[src/hdl/msps_pkg.sv]
package msps_pkg;

    // Fixed field widths of the block's ports.
    localparam int ELEM_W    = 32;
    localparam int DIM_W     = 5;
    localparam int POS_W     = 4;
    localparam int CFG_IDX_W = 2;

    // Default matrix bounds handed to the top level.
    localparam int DEF_MAX_ROWS = 16;
    localparam int DEF_MAX_COLS = 16;

    // Configuration register indexes.
    localparam logic [CFG_IDX_W-1:0] REG_NUM_ROWS = 2'd0;
    localparam logic [CFG_IDX_W-1:0] REG_NUM_COLS = 2'd1;

    // Controller states.
    typedef enum logic [2:0] {
        ST_LOAD,
        ST_CAND_RD,
        ST_CAND_CAP,
        ST_ROW_RD,
        ST_ROW_CMP,
        ST_COL_RD,
        ST_COL_CMP
    } t_state;

    // Which pair of indexes forms the store read address.
    typedef enum logic [1:0] {
        ASEL_CAND,
        ASEL_ROW,
        ASEL_COL
    } t_addr_sel;

    // Commands from the controller to the datapath.
    typedef struct packed {
        logic      load_write;
        logic      start;
        logic      next_cand;
        logic      cap_cand;
        logic      k_clr;
        logic      k_inc;
        logic      out_write;
        logic      out_found;
        logic      searching;
        t_addr_sel addr_sel;
    } t_ctrl_cmd;

    // Status from the datapath to the controller.
    typedef struct packed {
        logic out_valid;
        logic load_last;
        logic cand_last;
        logic k_is_row;
        logic k_is_col;
        logic k_last_row;
        logic k_last_col;
        logic row_ok;
        logic col_ok;
    } t_ctrl_status;

endpackage

[src/hdl/msps_ctrl.sv]
module msps_ctrl import msps_pkg::*; (
    input  logic         i_clk,
    input  logic         i_rst_n,
    input  logic         i_in_valid,
    output logic         o_in_ready,
    input  t_ctrl_status i_status,
    output t_ctrl_cmd    o_cmd
);

    t_state r_state;
    t_state n_state;
    logic   in_ready;
    logic   accept;

    // The last element of a matrix may only enter once the result register is free.
    assign in_ready   = (r_state == ST_LOAD) && !(i_status.out_valid && i_status.load_last);
    assign accept     = i_in_valid && in_ready;
    assign o_in_ready = in_ready;

    always_ff @(posedge i_clk) begin
        if (!i_rst_n) begin
            r_state <= ST_LOAD;
        end else begin
            r_state <= n_state;
        end
    end

    // Next state.
    always_comb begin
        n_state = r_state;
        unique case (r_state)
            ST_LOAD: begin
                if (accept && i_status.load_last) begin
                    n_state = ST_CAND_RD;
                end
            end
            ST_CAND_RD:  n_state = ST_CAND_CAP;
            ST_CAND_CAP: n_state = ST_ROW_RD;
            ST_ROW_RD: begin
                if (!i_status.k_is_col) begin
                    n_state = ST_ROW_CMP;
                end else if (i_status.k_last_row) begin
                    n_state = ST_COL_RD;
                end
            end
            ST_ROW_CMP: begin
                if (!i_status.row_ok) begin
                    n_state = i_status.cand_last ? ST_LOAD : ST_CAND_RD;
                end else if (i_status.k_last_row) begin
                    n_state = ST_COL_RD;
                end else begin
                    n_state = ST_ROW_RD;
                end
            end
            ST_COL_RD: begin
                if (!i_status.k_is_row) begin
                    n_state = ST_COL_CMP;
                end else if (i_status.k_last_col) begin
                    n_state = ST_LOAD;
                end
            end
            ST_COL_CMP: begin
                if (!i_status.col_ok) begin
                    n_state = i_status.cand_last ? ST_LOAD : ST_CAND_RD;
                end else if (i_status.k_last_col) begin
                    n_state = ST_LOAD;
                end else begin
                    n_state = ST_COL_RD;
                end
            end
            default: n_state = ST_LOAD;
        endcase
    end

    // Datapath commands.
    always_comb begin
        o_cmd           = '0;
        o_cmd.addr_sel  = ASEL_CAND;
        o_cmd.searching = (r_state != ST_LOAD);
        unique case (r_state)
            ST_LOAD: begin
                o_cmd.load_write = accept;
                o_cmd.start      = accept && i_status.load_last;
            end
            ST_CAND_RD: begin
                o_cmd.addr_sel = ASEL_CAND;
            end
            ST_CAND_CAP: begin
                o_cmd.cap_cand = 1'b1;
                o_cmd.k_clr    = 1'b1;
            end
            ST_ROW_RD: begin
                o_cmd.addr_sel = ASEL_ROW;
                // The candidate's own column is skipped without a read.
                if (i_status.k_is_col) begin
                    o_cmd.k_clr = i_status.k_last_row;
                    o_cmd.k_inc = !i_status.k_last_row;
                end
            end
            ST_ROW_CMP: begin
                o_cmd.addr_sel = ASEL_ROW;
                if (!i_status.row_ok) begin
                    o_cmd.next_cand = !i_status.cand_last;
                    o_cmd.out_write = i_status.cand_last;
                end else begin
                    o_cmd.k_clr = i_status.k_last_row;
                    o_cmd.k_inc = !i_status.k_last_row;
                end
            end
            ST_COL_RD: begin
                o_cmd.addr_sel = ASEL_COL;
                // The candidate's own row is skipped without a read.
                if (i_status.k_is_row) begin
                    o_cmd.out_write = i_status.k_last_col;
                    o_cmd.out_found = i_status.k_last_col;
                    o_cmd.k_inc     = !i_status.k_last_col;
                end
            end
            ST_COL_CMP: begin
                o_cmd.addr_sel = ASEL_COL;
                if (!i_status.col_ok) begin
                    o_cmd.next_cand = !i_status.cand_last;
                    o_cmd.out_write = i_status.cand_last;
                end else begin
                    o_cmd.out_write = i_status.k_last_col;
                    o_cmd.out_found = i_status.k_last_col;
                    o_cmd.k_inc     = !i_status.k_last_col;
                end
            end
            default: begin
                o_cmd.addr_sel = ASEL_CAND;
            end
        endcase
    end

endmodule

[config.mk]
export PLATFORM = sky130hd
export DESIGN_NAME = msps_ctrl
export DESIGN_NICKNAME = d
export VERILOG_FILES = /design/src/hdl/msps_pkg.sv /design/src/hdl/msps_ctrl.sv
export SDC_FILE = /design/constraint.sdc
export NUM_CORES = 1
export LEC_CHECK = 0
export BUFFER_PORTS_ARGS = -buffer_cell sky130_fd_sc_hd__clkbuf_2
export CAP_MARGIN = 15
export CORE_AREA = 2 2 39 41
export DETAILED_ROUTE_END_ITERATION = 10
export DIE_AREA = 0 0 41 43
export SYNTH_ARGS = -nofsm -noshare
export SYNTH_HDL_FRONTEND = slang
export SYNTH_SLANG_ARGS = --single-unit
[constraint.sdc]
create_clock -name i_clk -period 3.21 [get_ports i_clk]
set_clock_uncertainty 0.05 [all_clocks]
set_input_delay 0.321 -clock i_clk [delete_from_list [all_inputs] [get_ports i_clk]]
set_output_delay 0.321 -clock i_clk [all_outputs]
set_load 0.01 [all_outputs]
==> run metrics, run 1 <==
Sink Count 3; CTS Buf Count 3; Worst Setup Start Kind flop; Die X 41 µm; worst min path class in2reg; top cells by count, synth 6 x o21ai_0, 4 x inv_1; worst slack, placed 1.55 ns; Final ANT Viol Nets 0; Area growth syn-to-layout 34.6%; CTS Hold Bufs 0; CTS tree built; final WL 1090 µm; Avg Inst Size Synth 7.88 µm²; initial antenna violation count 0; CP Launch Point r_state[1]; post-CTS setup buffer count 0; status complete, no violations; Final period util 60.0%; post-route insts no fill 92; placed instance count 88; biggest regs r_state: 3 flops; Final Slew Violations 0; relative slew slack 68.6%; RSZ-0062 raised after global routing false; Syn Inst Count 51; total gr overflow 0; total power 0.000348 W; GRT Resource Usage Total 14.6%; DR vias/cell 5.11; top cell type's share of synthesized area 15.0%; fin nets 89; synth warn 0; worst path required time 2.84 ns; gpl congestion 0.727; CP max FO 11; Synth Cell Area 402 µm²; largest net degree at the start of global routing 15; FF-to-FF Start r_state[0]; pwr dens 643 nW/µm²; Layout Utilization 39.1%; Routed WL per cell 11.9 µm; number of port buffers 23; I/O pins 24; Hold Crit Start i_rst_n; Setup violations, final 0; Largest register FFs 3; Sum Neg Setup Slack 0 ns; Root Buffer Master clkbuf_4; DRT Pass-1 Iters 4; ANT cells 0; Worst Max-Slew Pin Slew 0.470 ns; synth unique cells 31; deepest clock path buffer count 2; vias in the first global route 411; worst vdd ir 176 µV; Crit. End Element primary output; die area 1760 µm²; sequential fraction of the synthesis area 15.0%; syn nets 63; Die Ht 43 µm; Top reg by flops r_state; Fin. Hold Viols 0; Seq cells post-synth 3; Final min period 1.93 ns; layout cells sized above 1 44.7%; initial core utilization 29.0%; global-route wire length before repair 1700 µm; arrival time worst endpoint 1.56 ns; FMAX 519 MHz; CORE AREA 1380 µm²; cts repair resizes 0; max cap viols 0; Setup WS post-layout 1.28 ns; number of enable flip-flop cells after synthesis 0; CP Class reg2out; Skew-Pair Late Insertion Delay 0.25 ns; P_leak 0.275 nW; most common cell in the netlist o21ai_0; DRC errors left 0; dpl hpwl 840 µm; Reg clk slew, reported paths 0.04 ns; DRT iter0 DRCs 15; Row Count 14; predominant post-synthesis flop cell dfxtp_1; vias post-DR 470; top cells by area, synth dfxtp_1 15%, o21ai_0 7.5%, buf_6 5.6%; Synth area leader dfxtp_1; # H-tree levels 1; Synth async-reset ratio 0%
==> worst paths after layout <==
kind	slack (ns)	to	cells past startpoint
max	1.28	o_cmd[4]	4
min	0.29	r_state[1]	2
max reg2reg	1.75	r_state[0]	3
min reg2reg	0.65	r_state[2]	2
==> worst max-delay path, stage by stage (launching register included) <==
cell and delay [ns]:
dfxtp_1 0.53, mux2_2 0.39, nor3_1 0.13, a32o_1 0.14
clkbuf_2 0.12
==> logic make-up (layout without fill, tap and decap cells) <==
| kind of cell | count (synthesis) | in the layout | synth area share (%) |
|---|---|---|---|
| and+or+nand+nor | 23 | 23 | 42.4 |
| muxes | 1 | 1 | 2.80 |
| xor gates and xnor gates | 1 | 1 | 2.18 |
| AOI/OAI and AO/OA | 17 | 17 | 28.3 |
| DFF | 3 | 3 | 15.0 |
| buffers and inverters | 6 | 31 | 9.34 |
==> layout by cell type (no fill, tap or decap), drive strengths merged, types with 2 or more instances in the layout <==
master,n
nand2,3
nand3,2
o21ai,6
nand3b,2
clkbuf,27
a21oi,3
dfxtp,3
and2,3
inv,4
nor2b,2
a31oi,2
and3b,2
==> layer usage <==
layer,GRT usage (%),up-vias,wire length [µm]
met5,0,-,0
met1,18.9,209,485
met3,3.66,2,88
met2,19.4,21,494
li1,-,238,-
met4,12.0,0,26
==> metrics by stage <==
stage          hold slack [ns]  cell area (µm²)
6_report                 0.288              541
5_1_grt                  0.287              541
4_1_cts                  0.278              541
3_5_place_dp             0.531              514
3_3_place_gp             0.540              514
2_1_floorplan            0.425              402
==> area by class of cell <==
class / instances / area (µm²)
Multi-Input combinational cell: 42 / 304
Timing Repair Buffer: 23 / 115
Tap cell: 16 / 20.0
Clock buffer: 4 / 26.3
Sequential cell: 3 / 60.1
Fill cell: 159 / 843
Inverter: 4 / 15.0
==> where the power goes <==
| group | internal (W) | leakage (nW) | total, W | switching, W |
|---|---|---|---|---|
| Sequential | 0.0000490 | 0.0246 | 0.0000858 | 0.0000368 |
| Clock | 0.0000471 | 0.0150 | 0.0000741 | 0.0000270 |
| Combinational | 0.0000954 | 0.236 | 0.000188 | 0.0000924 |
Note: power is estimated with default switching activity, not from simulation.
==> inputs of run 2 (changes only) <==
- ABC_AREA: unset -> 1
- clock period: 3.21 -> 1.81 ns (I/O delays scaled with it)
==> run 2 against run 1 <==
  * Clock-buffer cell count unchanged
  * Cell area is 6.7% higher
  * Synthesized area grew 5.3%
  * Sequential power up 79%
  * First-iteration DRC count decreased by 27%
  * Register-to-register slack worse by 1.3 ns
  * Core utilization is 2.6 points higher
  * Sequential share of layout area is 0.70 points lower
  * Worst setup slack got worse by 1.1 ns
  * Via count is 14% higher
==> run metrics, run 2 <==
status complete, no violations; Final period util 88.6%; ANT cells 0; FF-to-FF Start r_state[2]; Worst Max-Slew Pin Slew 0.365 ns; R2R setup slack 0.48 ns; vias in the first global route 479; CTS tree built; layout cells sized above 1 42.9%; Final Slew Violations 0; vias post-DR 537; DR vias/cell 4.71; Area growth syn-to-layout 36.4%; adder-cell area share of the yosys netlist 0%; dpl hpwl 901 µm; Synth area leader dfxtp_1; final instance area 577 µm²; Seq cells post-synth 3; initial core utilization 30.6%; area share of xor/xnor cells in the synthesized design 0%; sequential fraction of the synthesis area 14.2%; top cells by count, synth 16 x nand2_1, 11 x inv_1, 9 x nor2_1, 5 x nor2_2, 4 x nand4_1; fin nets 111; Sum Neg Setup Slack 0 ns; Syn Inst Count 72; Die X 41 µm; pwr dens 1330 nW/µm²; Worst Setup Start Kind flop; Crit path top cell by count nor2_2; slowest cell delay on critical path 0.53 ns; synth unique cells 21; CP max FO 10; relative slew slack 75.6%; I/O pins 24; Root Buffer Master clkbuf_4; worst path required time 1.58 ns; total gr overflow 0; top cell type's share of synthesized area 14.2%; main combinational cell family by area after synthesis simple AND/OR/NAND/NOR gates; RSZ-0062 raised after global routing false; global-route wire length before repair 1740 µm; most frequent cells in the layout 23 x clkbuf_2, 16 x nand2_1, 11 x inv_1; initial antenna violation count 0; worst r2r path cells 7; fraction of power spent switching nets 51.2%; Compound-Gate Fraction of Synth Area 13.3%; Cell Area, Placed 551 µm²; CORE AREA 1380 µm²; Row Count 14; largest net degree at the start of global routing 11; worst vdd ir 727 µV; DRT iter0 DRCs 11; CP Class reg2out; total power 0.000767 W; worst min path class in2reg; Final ANT Viol Nets 0; arrival time worst endpoint 1.37 ns; Net Switching 0.000393 W; Clk pwr share 15.4%; Crit. End Element primary output; Final min period 1.60 ns; Reg clk slew, reported paths 0.04 ns; CTS Hold Bufs 0; Setup violations, final 0; Sink Count 3; max cap viols 0; Post-Synth Simple-Gate Area 58.3%; CP bufs+invs 2; Synth Cell Area 423 µm²; GRT Resource Usage Total 14.2%; cts repair resizes 0; # H-tree levels 1; FMAX 623 MHz; DRC errors left 0; predominant post-synthesis flop cell dfxtp_1; CTS Buf Count 3; Routed WL per cell 9.11 µm; Int Power 0.000375 W; most common cell in the netlist nand2_1; gpl congestion 0.781; Skew-Pair Late Insertion Delay 0.23 ns; biggest regs r_state: 3 flops; CP Launch Point r_state[2]; Top reg by flops r_state; number of enable flip-flop cells after synthesis 0; Die Ht 43 µm; DRT Pass-1 Iters 4; die area 1760 µm²; Worst setup endpoint o_cmd[5]; crit-path leading delay family flip-flops; register share of total power 20.1%; Worst path slowest cell dfxtp_1; number of port buffers 23; most common cell after layout, fill and taps aside clkbuf_2; Avg Inst Size Synth 5.87 µm²; post-CTS setup buffer count 0; synth warn 0; Largest register FFs 3; reg2reg end r_state[0]; worst hold slack 0.140 ns; Combinational Power Share 64.5%; deepest clock path buffer count 2; Fin. Hold Viols 0; Synth async-reset ratio 0%; mux contribution to synthesized area 0%; syn nets 84; final WL 1040 µm; P_leak 0.339 nW; worst path cell trace inv_2 > nand4_1 > nor2_2 > nor2_2 > nand2_1 > clkbuf_2; top cells by area, synth dfxtp_1 14%, nand2_1 14%, inv_1 9.8%; CP Depth 6
run 2: changes by cell type after synthesis, sizes merged, moves of 4 or more:
cell   delta
nor2     +14
o21ai     -6
nand4     +4
inv      +10
nand2    +16
run 2: cell families (layout without fill, tap and decap cells):
family | after synthesis | count (layout)
AND/OR/NAND/NOR | 47 | 47
AO/OA/AOI/OAI | 7 | 7
flip-flops | 3 | 3
buffers and inverters | 15 | 41
run 2: tightest hold or removal path, delay by kind of cell:
kind / cells / cell delay (ns)
AOI/OAI and AO/OA: 1 / 0.04
buffers and inverters: 2 / 0.15
run 2: layer usage:
layer / global-route usage [%] / vias up / share of wire [%]
met3: 3.14 / 0 / 5.4
li1: - / 288 / -
met1: 17.6 / 236 / 45
met5: 0 / - / 0
met4: 8.00 / 0 / 0
met2: 21.6 / 13 / 50
run 2: how the worst min path moves through the flow:
stage,startpoint,endpoint,slack [ns],cells past startpoint
global route,i_rst_n,r_state[1],0.16,3
finish,i_rst_n,r_state[1],0.14,3
CTS,i_rst_n,r_state[1],0.14,3
floorplan,i_rst_n,r_state[1],0.26,2
global placement,i_rst_n,r_state[1],0.38,3
detailed placement,i_rst_n,r_state[1],0.39,3
run 2: cell type report:
cell class / count / area (µm²)
Inverter: 14 / 52.6
Fill cell: 151 / 807
Timing Repair Buffer: 23 / 115
Sequential cell: 3 / 60.1
Multi-Input combinational cell: 54 / 303
Clock buffer: 4 / 26.3
Tap cell: 16 / 20.0
run 2: power by group through the flow:
stage | sequential (W) | clock [W] | combinational (W)
2_1_floorplan | 0.000127 | 0 | 0.000386
3_3_place_gp | 0.000156 | 0 | 0.000497
3_5_place_dp | 0.000155 | 0 | 0.000496
4_1_cts | 0.000154 | 0.000123 | 0.000498
5_1_grt | 0.000159 | 0.000130 | 0.000555
6_report | 0.000154 | 0.000118 | 0.000495
run 2: metrics by stage:
stage          util [%]  setup slack, ns  instances
2_1_floorplan         -            0.571         72
3_3_place_gp       39.8            0.454        110
3_5_place_dp       39.8            0.452        110
4_1_cts            41.7            0.194        114
5_1_grt            41.7           0.0936        114
6_report           41.7            0.205        114
==> inputs of run 3 (changes only) <==
- BUFFER_PORTS_ARGS: -buffer_cell sky130_fd_sc_hd__clkbuf_2 -> -buffer_cell sky130_fd_sc_hd__buf_2
==> run 3 against run 2 <==
  * Fmax shrank 1.5%
  * Critical path depth is the same
  * Global-route usage shrank 0.10 points
  * First-iteration DRC count grew 27%
  * Sequential share of layout area is the same
  * Critical path type unchanged
==> run metrics, run 3 (synthesis results as in run 2) <==
Setup violations, final 0; RSZ-0062 raised after global routing false; gpl congestion 0.780; final WL 1030 µm; hold endpoint r_state[1]; hold path depth 3; global-route wire length before repair 1680 µm; P_leak 0.344 nW; Hold Crit Start i_rst_n; Row Count 14; initial core utilization 30.6%; Top reg by flops r_state; Routed WL per cell 9.03 µm; CTS Hold Bufs 0; Sink Count 3; Root Buffer Master clkbuf_4; relative slew slack 75.1%; cts repair resizes 0; number of port buffers 23; fin nets 111; pwr dens 1340 nW/µm²; CTS tree built; DRC errors left 0; worst vdd ir 593 µV; layout cells sized above 1 42.9%; Layout Utilization 41.7%; CP Class reg2out; Final period util 90.0%; total gr overflow 0; ANT cells 0; DRT Pass-1 Iters 4; FMAX 614 MHz; slowest cell delay on critical path 0.54 ns; GRT Resource Usage Total 14.1%; CORE AREA 1380 µm²; DR vias/cell 4.68; worst path cell trace inv_2 > nand4_1 > nor2_2 > nor2_2 > nand2_1 > buf_2; Largest register FFs 3; I/O pins 24; Cell Area, Placed 551 µm²; dpl hpwl 875 µm; vias in the first global route 433; Crit. End Element primary output; Final min period 1.63 ns; FF-to-FF Start r_state[2]; vias post-DR 533; # H-tree levels 1; CTS Buf Count 3; CP max FO 10; largest net degree at the start of global routing 11; Crit path top cell by count nor2_2; Worst Max-Slew Pin Slew 0.373 ns; worst path required time 1.58 ns; Final Slew Violations 0; Layout fillers 150; worst r2r path cells 7; status complete, no violations; initial antenna violation count 0; Die Ht 43 µm; worst hold slack 0.141 ns; Die X 41 µm; arrival time worst endpoint 1.40 ns; deepest clock path buffer count 2; most common cell after layout, fill and taps aside buf_2; post-CTS setup buffer count 0; Worst path slowest cell dfxtp_1; area of the multi-input gates 303 µm²; final instance area 577 µm²; biggest regs r_state: 3 flops; FF/Latch Area 60.1 µm²; R2R setup slack 0.47 ns; Worst Setup Start Kind flop; max cap viols 0; Setup WS post-layout 0.181 ns; DRT iter0 DRCs 14; Final ANT Viol Nets 0; Sum Neg Setup Slack 0 ns; most frequent cells in the layout 23 x buf_2, 16 x nand2_1, 11 x inv_1; worst min path class in2reg; Fin. Hold Viols 0; worst slack, placed 0.444 ns; Skew-Pair Late Insertion Delay 0.24 ns; Area growth syn-to-layout 36.4%; Reg clk slew, reported paths 0.04 ns; reg2reg end r_state[0]; die area 1760 µm²
[run 3: cell types whose count changed in the layout (fill, tap and decap cells not counted), sizes merged]
cell    previous run  this run
buf                0        23
clkbuf            27         4
[run 3: worst max path at each step]
stage	slack (ns)	endpoint	start
final	0.18	o_cmd[5]	r_state[2]
after global routing	0.06	o_cmd[5]	r_state[2]
after CTS	0.19	o_cmd[5]	r_state[2]
after detailed placement	0.44	o_cmd[5]	r_state[2]
after global placement	0.46	o_cmd[5]	r_state[2]
after floorplan	0.57	o_cmd[8]	r_state[1]
[run 3: routing by layer]
metal	wire, µm	GRT usage, %
met5	0	0
met4	33	10.0
met3	72	3.14
met2	471	19.4
met1	452	18.5
[run 3: report_power, final]
part / total [W] / switching, W / internal [W]
combinational: 0.000491 / 0.000292 / 0.000199
sequential: 0.000156 / 0.0000616 / 0.0000943
clock: 0.000124 / 0.0000412 / 0.0000830
total: 0.000771 / 0.000394 / 0.000376
[run 3: stage by stage]
step                std cells  total power [W]
floorplan                  72         0.000513
global placement          110         0.000652
detailed placement        110         0.000649
CTS                       114         0.000774
global route              114         0.000845
finish                    114         0.000771
[run 3: area by class of cell]
type / instances / share of cell area, %
repair buffers: 23 / 20.0
inverters: 14 / 9.11
multi-input cells: 54 / 52.5
clock buffers: 4 / 4.56
flip-flops and latches: 3 / 10.4
well taps: 16 / 3.47
[run 3: worst max-delay path, delay by kind of cell (launching register included)]
family	cells	cell delay [ns]
flip-flops	1	0.54
AND/OR/NAND/NOR	4	0.36
buffers and inverters	2	0.25
